## src/design/kmc_pkg.sv

```systemverilog
// ----------------------------------------------------------------------------
// kmc_pkg
// Shared types and constants for the three-cluster k-means block.
// ----------------------------------------------------------------------------
package kmc_pkg;

  localparam int NCLU = 3;
  localparam int NFEAT = 4;
  localparam int DIST_W = 68;

  localparam logic [1:0] METRIC_EUCLID = 2'd0;
  localparam logic [1:0] METRIC_SQDIFF = 2'd1;
  localparam logic [1:0] METRIC_MANH = 2'd2;

  localparam logic [2:0] CFG_METRIC = 3'd0;
  localparam logic [2:0] CFG_SEED0 = 3'd1;
  localparam logic [2:0] CFG_SEED1 = 3'd2;
  localparam logic [2:0] CFG_SEED2 = 3'd3;
  localparam logic [2:0] CFG_LIMIT = 3'd4;

  typedef struct packed {
    logic [15:0] sepal_length;
    logic [15:0] sepal_width;
    logic [15:0] petal_length;
    logic [15:0] petal_width;
    logic last_point;
  } in_item_t;

  typedef struct packed {
    logic [5:0] point_index;
    logic [1:0] cluster;
    logic [7:0] passes_done;
    logic converged;
    logic final_label;
  } out_item_t;

  typedef enum logic [3:0] {
    ST_LOAD, ST_SEED, ST_SEEDW, ST_ASSIGN, ST_DRAIN, ST_DIV, ST_DIVW,
    ST_CHECK, ST_EMIT
  } state_t;

  typedef struct packed {
    logic [1:0] metric;
  } lane_ctl_t;

endpackage

```

## src/design/kmc_merge.sv

```systemverilog
// ----------------------------------------------------------------------------
// kmc_merge
// Picks the nearest of three lane distances, lowest index winning ties.
// ----------------------------------------------------------------------------
module kmc_merge import kmc_pkg::*; (
  input  logic [DIST_W-1:0] d0,
  input  logic [DIST_W-1:0] d1,
  input  logic [DIST_W-1:0] d2,
  output logic [1:0] label
);

  logic [DIST_W-1:0] best;
  logic [1:0] lab;

  always_comb begin
    best = d0;
    lab = 2'd0;
    if (d1 < best) begin
      best = d1;
      lab = 2'd1;
    end
    if (d2 < best) begin
      lab = 2'd2;
    end
  end

  assign label = lab;

endmodule

```

## config.mk

```make
export PLATFORM = sky130hd
export DESIGN_NAME = kmc_merge
export DESIGN_NICKNAME = d
export VERILOG_FILES = /design/src/design/kmc_pkg.sv /design/src/design/kmc_merge.sv
export SDC_FILE = /design/constraint.sdc
export NUM_CORES = 1
export LEC_CHECK = 0
export BUFFER_PORTS_ARGS = -buffer_cell sky130_fd_sc_hd__buf_2
export CELL_PAD_IN_SITES_DETAIL_PLACEMENT = 2
export CELL_PAD_IN_SITES_GLOBAL_PLACEMENT = 2
export CORE_AREA = 10 10 138 140
export DETAILED_ROUTE_END_ITERATION = 6
export DIE_AREA = 0 0 148 150
export GPL_TIMING_DRIVEN = 0
export PLACE_DENSITY_LB_ADDON = 0.2
export SLEW_MARGIN = 20
export SYNTH_ARGS = -nofsm -noshare
export SYNTH_HDL_FRONTEND = slang
export SYNTH_SLANG_ARGS = --single-unit
```

## constraint.sdc

```tcl
create_clock -name vclk -period 6.15
set_clock_uncertainty 0.05 [all_clocks]
set_input_delay 0.9225 -clock vclk [all_inputs]
set_output_delay 0.9225 -clock vclk [all_outputs]
set_load 0.05 [all_outputs]
```

* Word level (Yosys, flattened, before mapping)
Cells that the tools add are included.
** Word-level totals
- Register bits :: 0
- Latch bits :: 0
- Bits in writable memories :: 0
- ROM bits :: 0
- Bits of input ports :: 204
- Output and inout bits :: 2
- Logic and storage cells :: 5
- Memories :: 0
** Cells by class
- Add/sub/neg operators :: 0
- $mul :: 0
- Div/mod/pow operators :: 0
- $lt $le $gt $ge :: 2
- Equality and inequality tests :: 0
- Shifts and indexed selects :: 0
- Mux-type cells :: 3
- Bitwise operators :: 0
- Reductions and logical operators :: 0
** Operators with widths (number)
- $lt A68 B68 Y1 :: 2
- $mux W68 :: 1
- $mux W2 :: 1
- $mux W1 :: 1

* Longest topological paths before layout
Gate-level depths: netlist of run 1.
- Depth in word-level cells :: 4
- Depth in mapped cells :: 22

* Worst setup path before layout of run 1
Ideal clock, no wire load.
- Kind :: input to output
- Start point :: in d0[66]
- End point :: out label[1]
- Arrival time :: 5563 ps
- Path slack :: -386 ps
- Cell stages on the path :: 19
- Cell sequence :: inv_1 ha_1 a21oi_1 nand2_1 a221oi_2 nand2_1 or3_4 o21a_1 buf_6 buf_2 mux2i_1 ha_1 a21o_1 a21o_1 a211oi_1 o211ai_1 a2111oi_0 nand2_1 o21ai_0
** On the way
- Word-level cells in the longest chain between the ends :: 4
** Ends and longest elaborated chain
- from (decl) :: RTL line kmc_merge.sv:6 : input logic [DIST_W-1:0] d0,
- $lt A68 B68 Y1 :: RTL line kmc_merge.sv:18 : if (d1 < best) begin
- $mux W68 * :: RTL line kmc_merge.sv:18
- $lt A68 B68 Y1 * :: RTL line kmc_merge.sv:22 : if (d2 < best) begin
- $mux W2 * :: RTL line kmc_merge.sv:22
- to (decl) :: RTL line kmc_merge.sv:9 : output logic [1:0] label
Mark *: on every way between the ends. The rest lies on a longest branch, timed or not.

* Final worst setup path of run 1
- Start point :: in d0[60]
- End point :: out label[1]
The elaborated chain is that of the path after synthesis.

==> results of run 1 <==
==> final cells by class <==
| type | count | share of cell area, % |
|---|---|---|
| Antenna cell | 4 | 0.164 |
| Tap cell | 220 | 4.50 |
| Inverter | 70 | 4.42 |
| Buffer | 8 | 1.84 |
| Multi-Input combinational cell | 427 | 68.2 |
| Timing Repair Buffer | 226 | 20.9 |
==> placed cells by master, fill, tap and decap left out, types with 3 or more instances in the layout <==
cell,n
nand4_1,22
o21a_1,5
nand3_1,13
buf_2,196
buf_8,3
nor4_4,3
nor2_1,8
inv_2,9
o211ai_1,3
nand2_2,3
a21o_1,18
inv_4,3
buf_12,4
diode_2,4
buf_6,9
nand2b_1,3
mux2i_1,65
inv_1,58
o21ai_0,15
and4_1,6
nor2_2,3
ha_1,112
a21oi_1,42
ha_4,22
nand2_1,28
buf_4,21
nor3_1,4
a21oi_2,8
o21ai_1,6
==> critical path: stages <==
cell and delay [ns]:
buf_2 0.10, inv_1 0.04, ha_1 0.27, nand4_1 0.17
nor4_4 0.09, a222oi_1 0.36, nand2_1 0.15, or3_4 0.42
o21a_1 0.20, buf_6 0.14, buf_12 0.14, buf_12 0.13
mux2i_1 0.12, ha_1 0.31, nand4_1 0.21, nor4_4 0.37
nand3_1 0.15, or2_4 0.30, o211ai_1 0.26, a2111oi_4 0.09
o31ai_2 0.11, o21ai_2 0.09, buf_6 0.16
==> layer usage <==
layer | vias to the layer above | track usage (%)
li1 | 2354 | -
met1 | 2279 | 17.7
met2 | 116 | 30.7
met3 | 4 | 3.38
met4 | 4 | 0.644
met5 | - | 0
==> report_power, final <==
part	switching (mW)	internal, mW	total, mW
clock	0	0.0000000872	0.0000000872
combinational	0.300	0.285	0.585
sequential	0	0	0
total	0.300	0.285	0.585
==> cell families (layout without fill, tap and decap cells) <==
group                      count (synthesis)  count (layout)  share of synthesized area (%)
buffers and inverters                     78             304                           8.24
muxes                                     67              67                           16.8
adders and majority gates                134             134                           42.1
AOI/OAI and AO/OA                        122             122                           19.1
other                                      0               4                              0
and+or+nand+nor                          104             104                           13.7
==> metrics by stage <==
step,worst slack [ns],utilization (%)
2_1_floorplan,-0.106,-
3_3_place_gp,-0.909,32.3
3_5_place_dp,-1.06,32.3
4_1_cts,-0.0528,35.1
5_1_grt,-0.416,37.4
6_report,-0.120,37.4
==> worst max path at each step <==
| stage | start | to | slack (ns) |
|---|---|---|---|
| after detailed placement | d0[19] | label[1] | -1.06 |
| after global routing | d0[60] | label[1] | -0.42 |
| final | d0[60] | label[1] | -0.12 |
| after floorplan | d0[66] | label[0] | -0.11 |
| after CTS | d0[18] | label[0] | -0.05 |
| after global placement | d0[19] | label[1] | -0.91 |
==> timing repair <==
| item | 4_1_cts | 5_1_grt |
|---|---|---|
| buffers inserted | 12 | 7 |
| gates resized for setup | 64 | 54 |
| gates cloned | 0 | 1 |
| pin swaps | 39 | 37 |
| setup endpoints to repair | 2 | 2 |
==> impl_metrics.ini, run 1 <==
[final_layout]
area_delta_synth_final_pct = 53.6
seqCellArea_sq_um = 0
stdcell_count = 955
design_area_sq_um = 6110
drive_gt1_share_pct = 41.6
nClkBuffers = 0
nFillCells = 1934
seq_cell_count = 0
fin_nets = 1071
multiInputGateArea_sq_um = 4170

[min_path]
min_path_cells = 5
min_from = d2[0]
holdPathEnd = label[1]
hold_class = in -> out

[floorplan]
start_util_pct = 24.3
rows = 47
die_x_um = 148
dieArea_sq_um = 22200
die_height_um = 150
pin_count = 206
core_sq_um = 16300

[synth]
synthTopCellsByCount = ha_1, inv_1, mux2i_1
synthesis.nets = 843
yosysTopAreaCell = ha_1
ys.warnings.count = 0
yosysSeqAreaShare_pct = 0
yosys.area.top_type_share_pct = 42.1
syn_area_sq_um = 3980
syn_avg_cell_area_sq_um = 7.88
yosysMostFrequentCell = ha_1
yosys-top-cells-area = ha_1, mux2i_1, inv_1, a21oi_1, nand4_1
syn_inst = 505
ys_types = 39

[routing]
wl_met1_um = 7430
drc_errors = 0
viasPerCell = 4.98
drtIter0Drc = 78
wl_met3_um = 1040
firstDrtPassIters = 4
routed.top_layer = met5
drtAntennaViolNets = 0
wl_met2_um = 10200
post_drt_wl_per_cell_um = 19.6
routed_wl_um = 18700
num_vias = 4757

[run_status]
failed_checks = setup timing
status = complete, but fails checks

[place]
portBuffers = 206
hpwl_um = 16600
dp_cells = 931
placed_cell_area_sq_um = 5290
globalplace.congestion = 0.838

[critical_path]
worstPathArrival_ns = 5.30
critPathMaxFanout = 5
end_kind = output pin
startpoint_type = input pin
critPathKind = in -> out
critPathRequiredTime_ns = 5.18

[timing]
worst_pin_slew_ns = 0.509
setup_slack_ns = -0.120
max_freq_mhz = 159
rsz0062_at_grt = true
hold_slack_ns = 2.21
post-route-min-period_ns = 6.27
finalSetupViolCount = 2
final_hold_viol_count = 0
fin_crit_sh_pct = 102
max_slew_margin_pct = 65.7
setup_tns_ns = -0.231
drv_slew = 0

[global_route]
grt_max_degree = 11
antenna_found_initial = 6
overflow = 0
grt_pass1_wl_um = 28800
grt_pass1_vias = 5650
globalRouteTotalUtil_pct = 15.7

[pwr]
power.density_nw_per_um2 = 95.7
ir_drop_mv = 0.0293
p_leak_nw = 3.18
total_power_mw = 0.585

[job]
cap_violations = 0

[clocking]
postCtsHoldBufs = 0
Power figures use the tool's default switching activity.
==> run 2, diff against run 1 <==
- clock period: 6.15 -> 7.2 ns (I/O delays scaled with it)
==> run 2 against run 1 <==
  * The flow now finishes without violations
  * Combinational power down 28%
  * Critical path depth did not move
  * Via count shrank 3.5%
  * Clock-buffer cell count did not move
  * First-iteration DRC count decreased by 3.8%
  * Sequential cell count is the same
  * Die area is the same
  * Wire length is 7.1% lower
  * Non-clock buffer count down 20
  * Critical path type unchanged
  * Largest cell class unchanged
  * Highest routed layer unchanged
==> impl_metrics.ini, run 2 (same netlist as run 1, synthesis figures left out) <==
[run_status]
status = finished, final reports clean

[clocking]
cts_setup_buffers = 0
postCtsHoldBufs = 0

[floorplan]
rows = 47
die_height_um = 150
die_x_um = 148
pin_count = 206
start_util_pct = 24.3
dieArea_sq_um = 22200
core_sq_um = 16300

[min_path]
hold_class = in -> out

[place]
hpwl_um = 16400
dp_cells = 931
globalplace.congestion = 0.849
portBuffers = 206
placed_cell_area_sq_um = 5290

[final_layout]
stdcell_count = 932
final_cell_mix = buf_2, ha_1, inv_1, mux2i_1, a21oi_1
area_delta_synth_final_pct = 35.1
design_area_sq_um = 5380
seq_cell_count = 0
drive_gt1_share_pct = 31.9
seqCellArea_sq_um = 0
nFillCells = 2008
nClkBuffers = 0
fin_nets = 1051
layout_commonest_cell = buf_2

[critical_path]
worstPathArrival_ns = 5.66
endpoint = label[0]
critPathMaxFanout = 10
crit_start = d0[9]
startpoint_type = input pin
critPathRequiredTime_ns = 6.07
critPathKind = in -> out
end_kind = output pin

[routing]
firstDrtPassIters = 4
drtIter0Drc = 75
drc_errors = 0
viasPerCell = 4.92
num_vias = 4589
routed_wl_um = 17400
post_drt_wl_per_cell_um = 18.7
drtAntennaViolNets = 0

[timing]
max_slew_margin_pct = 64.7
fin_crit_sh_pct = 94.4
drv_slew = 0
rsz0062_at_grt = false
setup_tns_ns = 0
finalSetupViolCount = 0
post-route-min-period_ns = 6.79
worst_pin_slew_ns = 0.524
final_hold_viol_count = 0
hold_slack_ns = 2.56
max_freq_mhz = 147

[pwr]
ir_drop_mv = 0.0250
p_leak_nw = 3.02
total_power_mw = 0.420
power.density_nw_per_um2 = 78.0

[global_route]
grt_pass1_wl_um = 27200
grt_pass1_vias = 5323
globalRouteTotalUtil_pct = 14.8
overflow = 0
antenna_found_initial = 3
grt_max_degree = 11

[job]
cap_violations = 0
run 2: cell types whose count changed in the layout (fill, tap and decap cells not counted), moves of 9 or more:
cell | previous run | this run
buf_2 | 196 | 208
buf_4 | 21 | 1
ha_1 | 112 | 134
ha_4 | 22 | 0
inv_1 | 58 | 70
inv_2 | 9 | 0
run 2: worst min path at each step:
stage,from,end,slack [ns],depth (start not counted)
floorplan,d2[0],label[1],2.65,3
global placement,d2[0],label[1],2.59,5
detailed placement,d2[0],label[1],2.59,5
CTS,d2[0],label[1],2.60,5
global route,d2[0],label[1],2.61,5
finish,d2[0],label[1],2.56,5
run 2: through the flow:
stage,setup slack (ns),utilization (%)
after floorplan,0.349,-
after detailed placement,-0.249,32.3
after global placement,-0.154,32.3
after global routing,0.0397,32.9
final,0.405,32.9
after CTS,0.0527,32.5
run 2: what timing repair did:
action,CTS,global route
gates resized for setup,4,14
pin swaps,0,6
endpoints found under the setup margin,2,2
run 2: layer usage:
layer,vias up,GRT usage (%),wire length (um)
li1,2321,-,-
met1,2142,17.1,7420
met2,114,28.4,8940
met3,8,3.35,957
met4,4,0.496,62
met5,-,0,21
run 2: critical path, cell delays in order:
cell and delay (ns):
buf_2 0.10, inv_1 0.05, ha_1 0.30, a21oi_1 0.18, o21ai_1 0.11, a221o_1 0.35
a211oi_2 0.23, a31oi_4 0.15, o21a_1 0.22, o21a_1 0.18, buf_6 0.13, buf_6 0.15
buf_6 0.18, mux2i_1 0.16, ha_1 0.31, nand4_1 0.15, nor4_4 0.41, nand3_2 0.13
or2_2 0.35, nor3_4 0.19, a2111oi_2 0.12, a21oi_1 0.16, clkbuf_4 0.26
run 2: layout make-up:
class	instances	area (sq um)	area share, %
diodes	1	2.50	0.0465
well taps	220	275	5.12
multi-input cells	427	3740	69.5
inverters	70	263	4.88
plain buffers	8	65.1	1.21
repair buffers	206	1040	19.3
run 2: power by group:
group	switching [mW]	total (mW)	internal [mW]
Clock	0	0.0000000186	0.0000000186
Sequential	0	0	0
Combinational	0.227	0.420	0.193
Total	0.227	0.420	0.193
