### src/design/kmc_div.sv
// ----------------------------------------------------------------------------
// kmc_div
// Restoring divider, one quotient bit per cycle.
// ----------------------------------------------------------------------------
module kmc_div #(
  parameter int NW = 22,
  parameter int DW = 7
) (
  input  logic clk,
  input  logic rst_n,
  input  logic start,
  input  logic [NW-1:0] num,
  input  logic [DW-1:0] den,
  output logic busy,
  output logic [NW-1:0] quo
);

  logic [NW-1:0] q_r;
  logic [DW:0] rem_r;
  logic [DW-1:0] den_r;
  logic [$clog2(NW+1)-1:0] cnt_r;
  logic busy_r;
  logic [DW+1:0] trial;

  assign trial = {rem_r, q_r[NW-1]} - {2'b0, den_r};

  always_ff @(posedge clk) begin
    if (!rst_n) begin
      busy_r <= 1'b0;
    end else if (start) begin
      busy_r <= 1'b1;
    end else if (busy_r && cnt_r == ($clog2(NW+1))'(1)) begin
      busy_r <= 1'b0;
    end
    if (start) begin
      q_r <= num;
      rem_r <= '0;
      den_r <= den;
      cnt_r <= ($clog2(NW+1))'(NW);
    end else if (busy_r) begin
      cnt_r <= cnt_r - 1'b1;
      if (!trial[DW+1]) begin
        rem_r <= trial[DW:0];
        q_r <= {q_r[NW-2:0], 1'b1};
      end else begin
        rem_r <= {rem_r[DW-1:0], q_r[NW-1]};
        q_r <= {q_r[NW-2:0], 1'b0};
      end
    end
  end

  assign busy = busy_r;
  assign quo = q_r;

endmodule

### config.mk
export PLATFORM = sky130hd
export DESIGN_NAME = kmc_div
export DESIGN_NICKNAME = d
export VERILOG_FILES = /design/src/design/kmc_div.sv
export SDC_FILE = /design/constraint.sdc
export NUM_CORES = 1
export LEC_CHECK = 0
export BUFFER_PORTS_ARGS = -buffer_cell sky130_fd_sc_hd__buf_2
export CAP_MARGIN = 20
export CORE_MARGIN = 2
export CORE_UTILIZATION = 35
export CTS_CLUSTER_SIZE = 24
export DETAILED_ROUTE_END_ITERATION = 6
export HOLD_SLACK_MARGIN = 0.05
export PLACE_DENSITY = 0.55
export SYNTH_ARGS = -nofsm -noshare
export SYNTH_HDL_FRONTEND = slang
export SYNTH_SLANG_ARGS = --single-unit
### constraint.sdc
create_clock -name clk -period 2.7 [get_ports clk]
set_input_delay 0.54 -clock clk [delete_from_list [all_inputs] [get_ports clk]]
set_output_delay 0.54 -clock clk [all_outputs]
set_load 0.03 [all_outputs]
Word level (Yosys, flattened, before mapping)
Cells that the tools add are included.

Reduce and logical (&&, ||, !) cells: 3. Equal/unequal tests: 1. Magnitude comparators: 0. Muxes and demuxes: 6. Add/subtract/negate cells: 2. Shift-type cells: 0. Div/mod/pow operators: 0. Bitwise operators: 0. Multiply operators: 0.

Operators by type and width (number): $mux 22 (2); $sub 9x7->9 (1); $mux 8 (1); $eq 5x1->1 const B (1); $sub 5x1->5 const B (1); $reduce_bool 2->1 (2); $mux 1 (3); $logic_and 1x1->1 (1).

Register bits after elaboration: 43. Logic and storage cells: 17. ROM bits: 0. Latch bits: 0. Memory bits (writable): 0. Memories: 0. Output and inout bits: 23. Input bits: 32.

Longest topological paths before layout
Gate-level depths: netlist (run 1).

Depth in word-level cells: 4. Gate-level depth with buffers: 8. Mapped depth without buffers: 8.

Worst setup path before layout (run 1)
Ideal clock, no wire load.

Path type: register to register. Start point: reg q_r[21] (netlist: quo[21]). End point: reg rem_r[4]. Path slack: 0.159 ns. Arrival: 2.450 ns. Library setup time: 0.091 ns. Path buffers: 0. Period minus slack after synthesis: 2.541 ns. Required time: 2.609 ns. Stages on the path, launching flop included: 9. Path through: edfxtp_1 > inv_1 > ha_1 > fa_1 > nand2b_1 > a21oi_4 > o41ai_2 > or4_1 > a311oi_1.

Cells in the longest elaborated chain, start to end: 2.

RTL lines: start: declaration (RTL line 18) `logic [NW-1:0] q_r;`; start signal: assignment (RTL line 36) `q_r <= num;`; start signal: assignment (RTL line 44) `q_r <= {q_r[NW-2:0], 1'b1};`; start signal: assignment (RTL line 47) `q_r <= {q_r[NW-2:0], 1'b0};`; $sub 9x7->9 (RTL line 25) `assign trial = {rem_r, q_r[NW-1]} - {2'b0, den_r};`; $mux 8 (RTL line 42) `if (!trial[DW+1]) begin`; end signal: assignment (RTL line 43) `rem_r <= trial[DW:0];`; end signal: assignment (RTL line 46) `rem_r <= {rem_r[DW-1:0], q_r[NW-1]};`; end: declaration (RTL line 19) `logic [DW:0] rem_r;`.

Every way passes these cells. A chain may end at the register's enable or synchronous reset.

Worst setup path after layout (run 1)
Ends and elaborated chain as after synthesis.

==> results.yml, run 1 <==
critical_path:
  cp-start-kind: "register"
  critPathTopFamily: "simple AND/OR/NAND/NOR gates"
  r2r_cells: 8
  rr_startpoint: "quo[21]"
  required_ns: 2.90
  cp-startpoint: "quo[21]"
  slowest_delay_ns: 0.53
  crit_chain: "inv_1 > ha_1 > fa_1 > nand2b_1 > a21oi_4 > o41ai_2 > or4_1 > a311oi_1"
  slowest_stage: "or4_1"
  cp_max_fo: 8
  end_kind: "register"
  crit_buf_inv: 1
  worstPathArrival_ns: 2.74
  path_class: "register to register"
  cp.depth: 8
yosys:
  ys_types: 45
  ys.flop_type: "edfxtp_1"
  synth_cells: 191
  ys_ff_latch: 43
  ys_top_cells_by_area: "edfxtp_1, dfxtp_1, mux2_2"
  synth_edf_count: 29
  syn_avg_cell_area_um2: 11.8
  yosys.area.top_type: "edfxtp_1"
  synth_nets: 233
  synth_top_cell_area_share: 0.388
  seq_area_frac_synth: 0.513
  syn_area_um2: 2240
  yosysWarnings: 0
  synthArstFlopShare: 0
grt:
  grt_use_total: 0.129
  grt_use_met1: 0.178
  grt_pass1_wl_um: 7420
  grt-busiest-layer: "met2"
  grtUsageMet2: 0.205
  grt_max_degree: 23
  grt_pass1_vias: 1542
  antenna_found_initial: 0
  met3_usage: 0.0297
  grt_overflow: 0
min_path:
  min_from: "den[1]"
  min_path_type: "input port to register"
  hold_depth: 1
placed_design:
  gp_congestion: 0.783
  detailedPlacementHpwl_um: 3150
  io_buffer_count: 54
  placed_cells: 317
  preCtsSetupSlack_ns: 0.205
power_and_ir_drop:
  p_per_area_nw_per_um2: 616
  p_int_mw: 1.13
  seq_power_share: 0.495
  p_comb_frac: 0.262
  clock_power_share: 0.243
  p_switching_mw: 0.520
  p_leak_nw: 1.10
  swShare: 0.315
  irDropWorstVdd_v: 0.000288
  power_mw: 1.65
clock_tree:
  cts_tree: "done"
  clkTransAtPathRegs_ns: 0.08
  cts_setup_buffers: 0
  ctsResizeCount: 0
  cts_buffers: 5
  cts_htree_levels: 2
  clock-root-buffer: "clkbuf_8"
  clockBufferDepth: 2
  clock_sinks: 43
  cts.hold.buffers_added: 0
  clk_latency_ns: 0.29
final_layout:
  fillers: 600
  final_util: 0.428
  fin_cells: 325
  multi_input_area_um2: 1000
  layout.nets: 289
  area_delta_synth_final_pct: 19.6
  n_antenna_cell: 0
  drive_gt1_frac: 0.371
  regArea_um2: 1150
floorplanning:
  num_io_pins: 55
  rows: 29
  dieArea_um2: 7070
  die_x_um: 84.1
  start_util: 0.358
  die_h_um: 84.1
  coreArea_um2: 6280
detailed_routing:
  firstDrtPassIters: 4
  drc: 0
  drt_iter0_drc: 75
  vias_per_cell: 5.02
  wl_um: 4410
  vias: 1633
  drtAntennaViolNets: 0
  wire_per_inst_um: 13.6
run_status:
  status: "finished, final reports clean"
timing:
  post-route-period-util: 0.941
  relSlewSlack: 0.526
  fin_ws_ns: 0.159
  setup_viol: 0
  fmax_mhz: 394
  fin_setup_tns_ns: 0
  drv_slew: 0
  tightest_slew_ns: 0.703
  clock_skew_ns: 0.00649
  hold_viol: 0
  rsz0062_at_grt: "false"
  period_minus_slack_ns: 2.54
run:
  maxCapViolCount: 0
final cells by class:
type | count | share of cell area
Sequential cell | 43 | 0.429
Multi-Input combinational cell | 126 | 0.374
Timing Repair Buffer | 58 | 0.112
Tap cell | 77 | 0.0359
Clock buffer | 6 | 0.0270
Inverter | 13 | 0.0182
Clock inverter | 2 | 0.00466
power groups by stage:
stage / Sequential [mW] / Combinational (mW) / Clock, mW
after floorplan: 0.901 / 0.249 / 0
after global placement: 0.833 / 0.434 / 0
after detailed placement: 0.833 / 0.435 / 0
after CTS: 0.820 / 0.437 / 0.416
after global routing: 0.830 / 0.476 / 0.435
final: 0.819 / 0.433 / 0.401
per-stage QoR:
step                      area (µm²)  hold WS [ns]
after detailed placement        2600         0.486
final                           2690         0.419
after CTS                       2690         0.408
after global placement          2600         0.488
after floorplan                 2240         0.455
after global routing            2690         0.407
flip-flops by register name, indices dropped and copies added (netlist names):
register	count
busy	1
cnt_r	5
den_r	7
rem_r	8
quo	22
cells by family after synthesis:
group / count (synthesis) / synth area share
AOI/OAI and AO/OA: 40 / 0.140
xor gates and xnor gates: 5 / 0.0195
adders and majority gates: 10 / 0.0591
buffers and inverters: 22 / 0.0401
DFF: 43 / 0.513
muxes: 22 / 0.111
and+or+nand+nor: 49 / 0.116
final timing paths:
kind | to | slack [ns]
max | rem_r[4] | 0.16
min | den_r[1] | 0.42
max reg2reg | rem_r[4] | 0.16
min reg2reg | rem_r[5] | 0.51
cell usage after synthesis, types with 2 or more instances:
master / count
o311ai_1: 2
o311ai_0: 2
nand2b_1: 7
mux2_2: 21
o21ai_1: 2
nor2b_1: 4
o21ai_0: 7
o21a_1: 2
o211ai_1: 2
nor2_1: 14
nor3b_1: 3
xnor2_1: 4
a311oi_1: 6
clkbuf_1: 4
nand2_1: 9
a21oi_1: 4
edfxtp_1: 29
inv_1: 13
buf_1: 4
nand3_1: 3
o31ai_1: 2
a211o_1: 2
o2111ai_1: 2
ha_1: 9
dfxtp_1: 14
routing by layer:
layer  up-vias  wire length [µm]
met2        36              2040
met3         4               164
met1       761              2170
met5         -                 0
met4         0                38
li1        832                 -
cell usage in the layout (no fill, tap or decap), types with 3 or more instances in the layout:
master | Yosys | final
nand3_1 | 3 | 3
xnor2_1 | 4 | 4
nor2b_1 | 4 | 4
nor2_1 | 14 | 14
nor3b_1 | 3 | 3
buf_4 | 0 | 4
clkbuf_8 | 0 | 5
mux2_2 | 21 | 21
nand2b_1 | 7 | 7
a21oi_1 | 4 | 4
o21ai_0 | 7 | 7
nand2_1 | 9 | 9
dfxtp_1 | 14 | 14
buf_2 | 0 | 54
inv_1 | 13 | 13
edfxtp_1 | 29 | 29
ha_1 | 9 | 9
a311oi_1 | 6 | 6
worst reg2reg max path: stages (launching register included):
cell      delay, ns
edfxtp_1       0.38
inv_1          0.06
ha_1           0.21
fa_1           0.39
nand2b_1       0.24
a21oi_4        0.22
o41ai_2        0.16
or4_1          0.53
a311oi_1       0.26
(Power assumes the default switching activity.)
==> run 2, diff against run 1 <==
Clock period 2.7 ns to 3.1 ns, I/O delays scaled along.
==> results.yml, run 2 (synthesis gave the netlist of run 1 again) <==
detailed_routing:
  drt_iter0_drc: 96
  vias_per_cell: 5.04
  drtAntennaViolNets: 0
  drc: 0
  wire_per_inst_um: 14.0
  firstDrtPassIters: 4
  vias: 1639
  wl_um: 4550
power_and_ir_drop:
  p_switching_mw: 0.448
  swShare: 0.312
  p_leak_nw: 1.10
  seq_power_share: 0.496
  p_comb_frac: 0.265
  p_int_mw: 0.988
  clock_power_share: 0.239
  p_per_area_nw_per_um2: 535
  irDropWorstVdd_v: 0.000295
timing:
  fin_setup_tns_ns: 0
  hold_viol: 0
  drv_slew: 0
  relSlewSlack: 0.560
  clock_skew_ns: 0.0108
  period_minus_slack_ns: 2.56
  rsz0062_at_grt: "false"
  fmax_mhz: 391
  setup_viol: 0
  post-route-period-util: 0.826
  tightest_slew_ns: 0.653
final_layout:
  n_antenna_cell: 0
  area_delta_synth_final_pct: 19.7
  layout_common_cells: "buf_2, edfxtp_1, mux2_2"
  largest_reg_flops: 22
  drive_gt1_frac: 0.371
  layout.nets: 289
  final_util: 0.428
  final_area_um2: 2690
  mostFrequentLayoutCell: "buf_2"
critical_path:
  crit_buf_inv: 1
  slowest_stage: "or4_1"
  crit_chain: "inv_1 > ha_1 > fa_1 > nand2b_1 > a21oi_4 > o41ai_2 > or4_1 > a311oi_1"
  cp-start-kind: "register"
  cp-startpoint: "quo[21]"
  worstPathArrival_ns: 2.75
  cp_max_fo: 8
  critPathTopFamily: "simple AND/OR/NAND/NOR gates"
  required_ns: 3.29
  end_kind: "register"
  slowest_delay_ns: 0.52
  rr_startpoint: "quo[21]"
  path_class: "register to register"
run_status:
  status: "finished, final reports clean"
min_path:
  min_from: "den[1]"
  min_path_type: "input port to register"
clock_tree:
  clock-root-buffer: "clkbuf_8"
  clkTransAtPathRegs_ns: 0.08
  clk_latency_ns: 0.29
  clock_sinks: 43
  cts_tree: "done"
  cts_setup_buffers: 0
  cts_htree_levels: 2
  ctsResizeCount: 0
  cts_buffers: 5
  clockBufferDepth: 2
  cts.hold.buffers_added: 0
floorplanning:
  coreArea_um2: 6280
  num_io_pins: 55
  rows: 29
  dieArea_um2: 7070
  die_h_um: 84.1
  start_util: 0.358
  die_x_um: 84.1
grt:
  grt_pass1_wl_um: 7560
  grt_max_degree: 23
  grt_use_total: 0.132
  antenna_found_initial: 0
  grt_overflow: 0
  grt_pass1_vias: 1596
placed_design:
  gp_congestion: 0.843
  detailedPlacementHpwl_um: 3340
  dpl-instance-area_um2: 2600
  io_buffer_count: 54
run:
  maxCapViolCount: 0
==> run 2: final timing paths <==
path | slack (ns) | cells after the start | endpoint
min reg2reg | 0.51 | 2 | cnt_r[4]
max | 0.54 | 8 | rem_r[4]
min | 0.50 | 1 | den_r[1]
max reg2reg | 0.54 | 8 | rem_r[4]
==> run 2: power groups by stage <==
stage / logic (mW) / registers (mW) / clock network, mW
CTS: 0.383 / 0.713 / 0.358
detailed placement: 0.382 / 0.724 / 0
global route: 0.419 / 0.721 / 0.379
global placement: 0.381 / 0.723 / 0
floorplan: 0.217 / 0.784 / 0
finish: 0.381 / 0.713 / 0.343
==> run 2: final cells by class <==
cell class | count | area, µm²
fill | 607 | 3590
sequential | 43 | 1150
multi-input combinational | 126 | 1000
timing repair buffer | 58 | 300
tap | 77 | 96.3
clock buffer | 6 | 72.6
inverter | 13 | 48.8
clock inverter | 2 | 13.8
==> run 2: stage by stage <==
stage / power (mW) / hold WS (ns) / setup WS [ns] / instances
2_1_floorplan: 1.00 / 0.455 / 0.559 / 191
3_5_place_dp: 1.11 / 0.488 / 0.552 / 317
5_1_grt: 1.52 / 0.486 / 0.375 / 325
6_report: 1.44 / 0.502 / 0.539 / 325
4_1_cts: 1.45 / 0.492 / 0.532 / 325
3_3_place_gp: 1.10 / 0.487 / 0.641 / 317
==> run 2: layer usage <==
metal	track usage	vias to the layer above	wire, µm
met1	0.180	765	2180
met3	0.0336	6	223
met2	0.208	41	2090
met4	0.0396	0	59
li1	-	827	-
met5	0	-	0
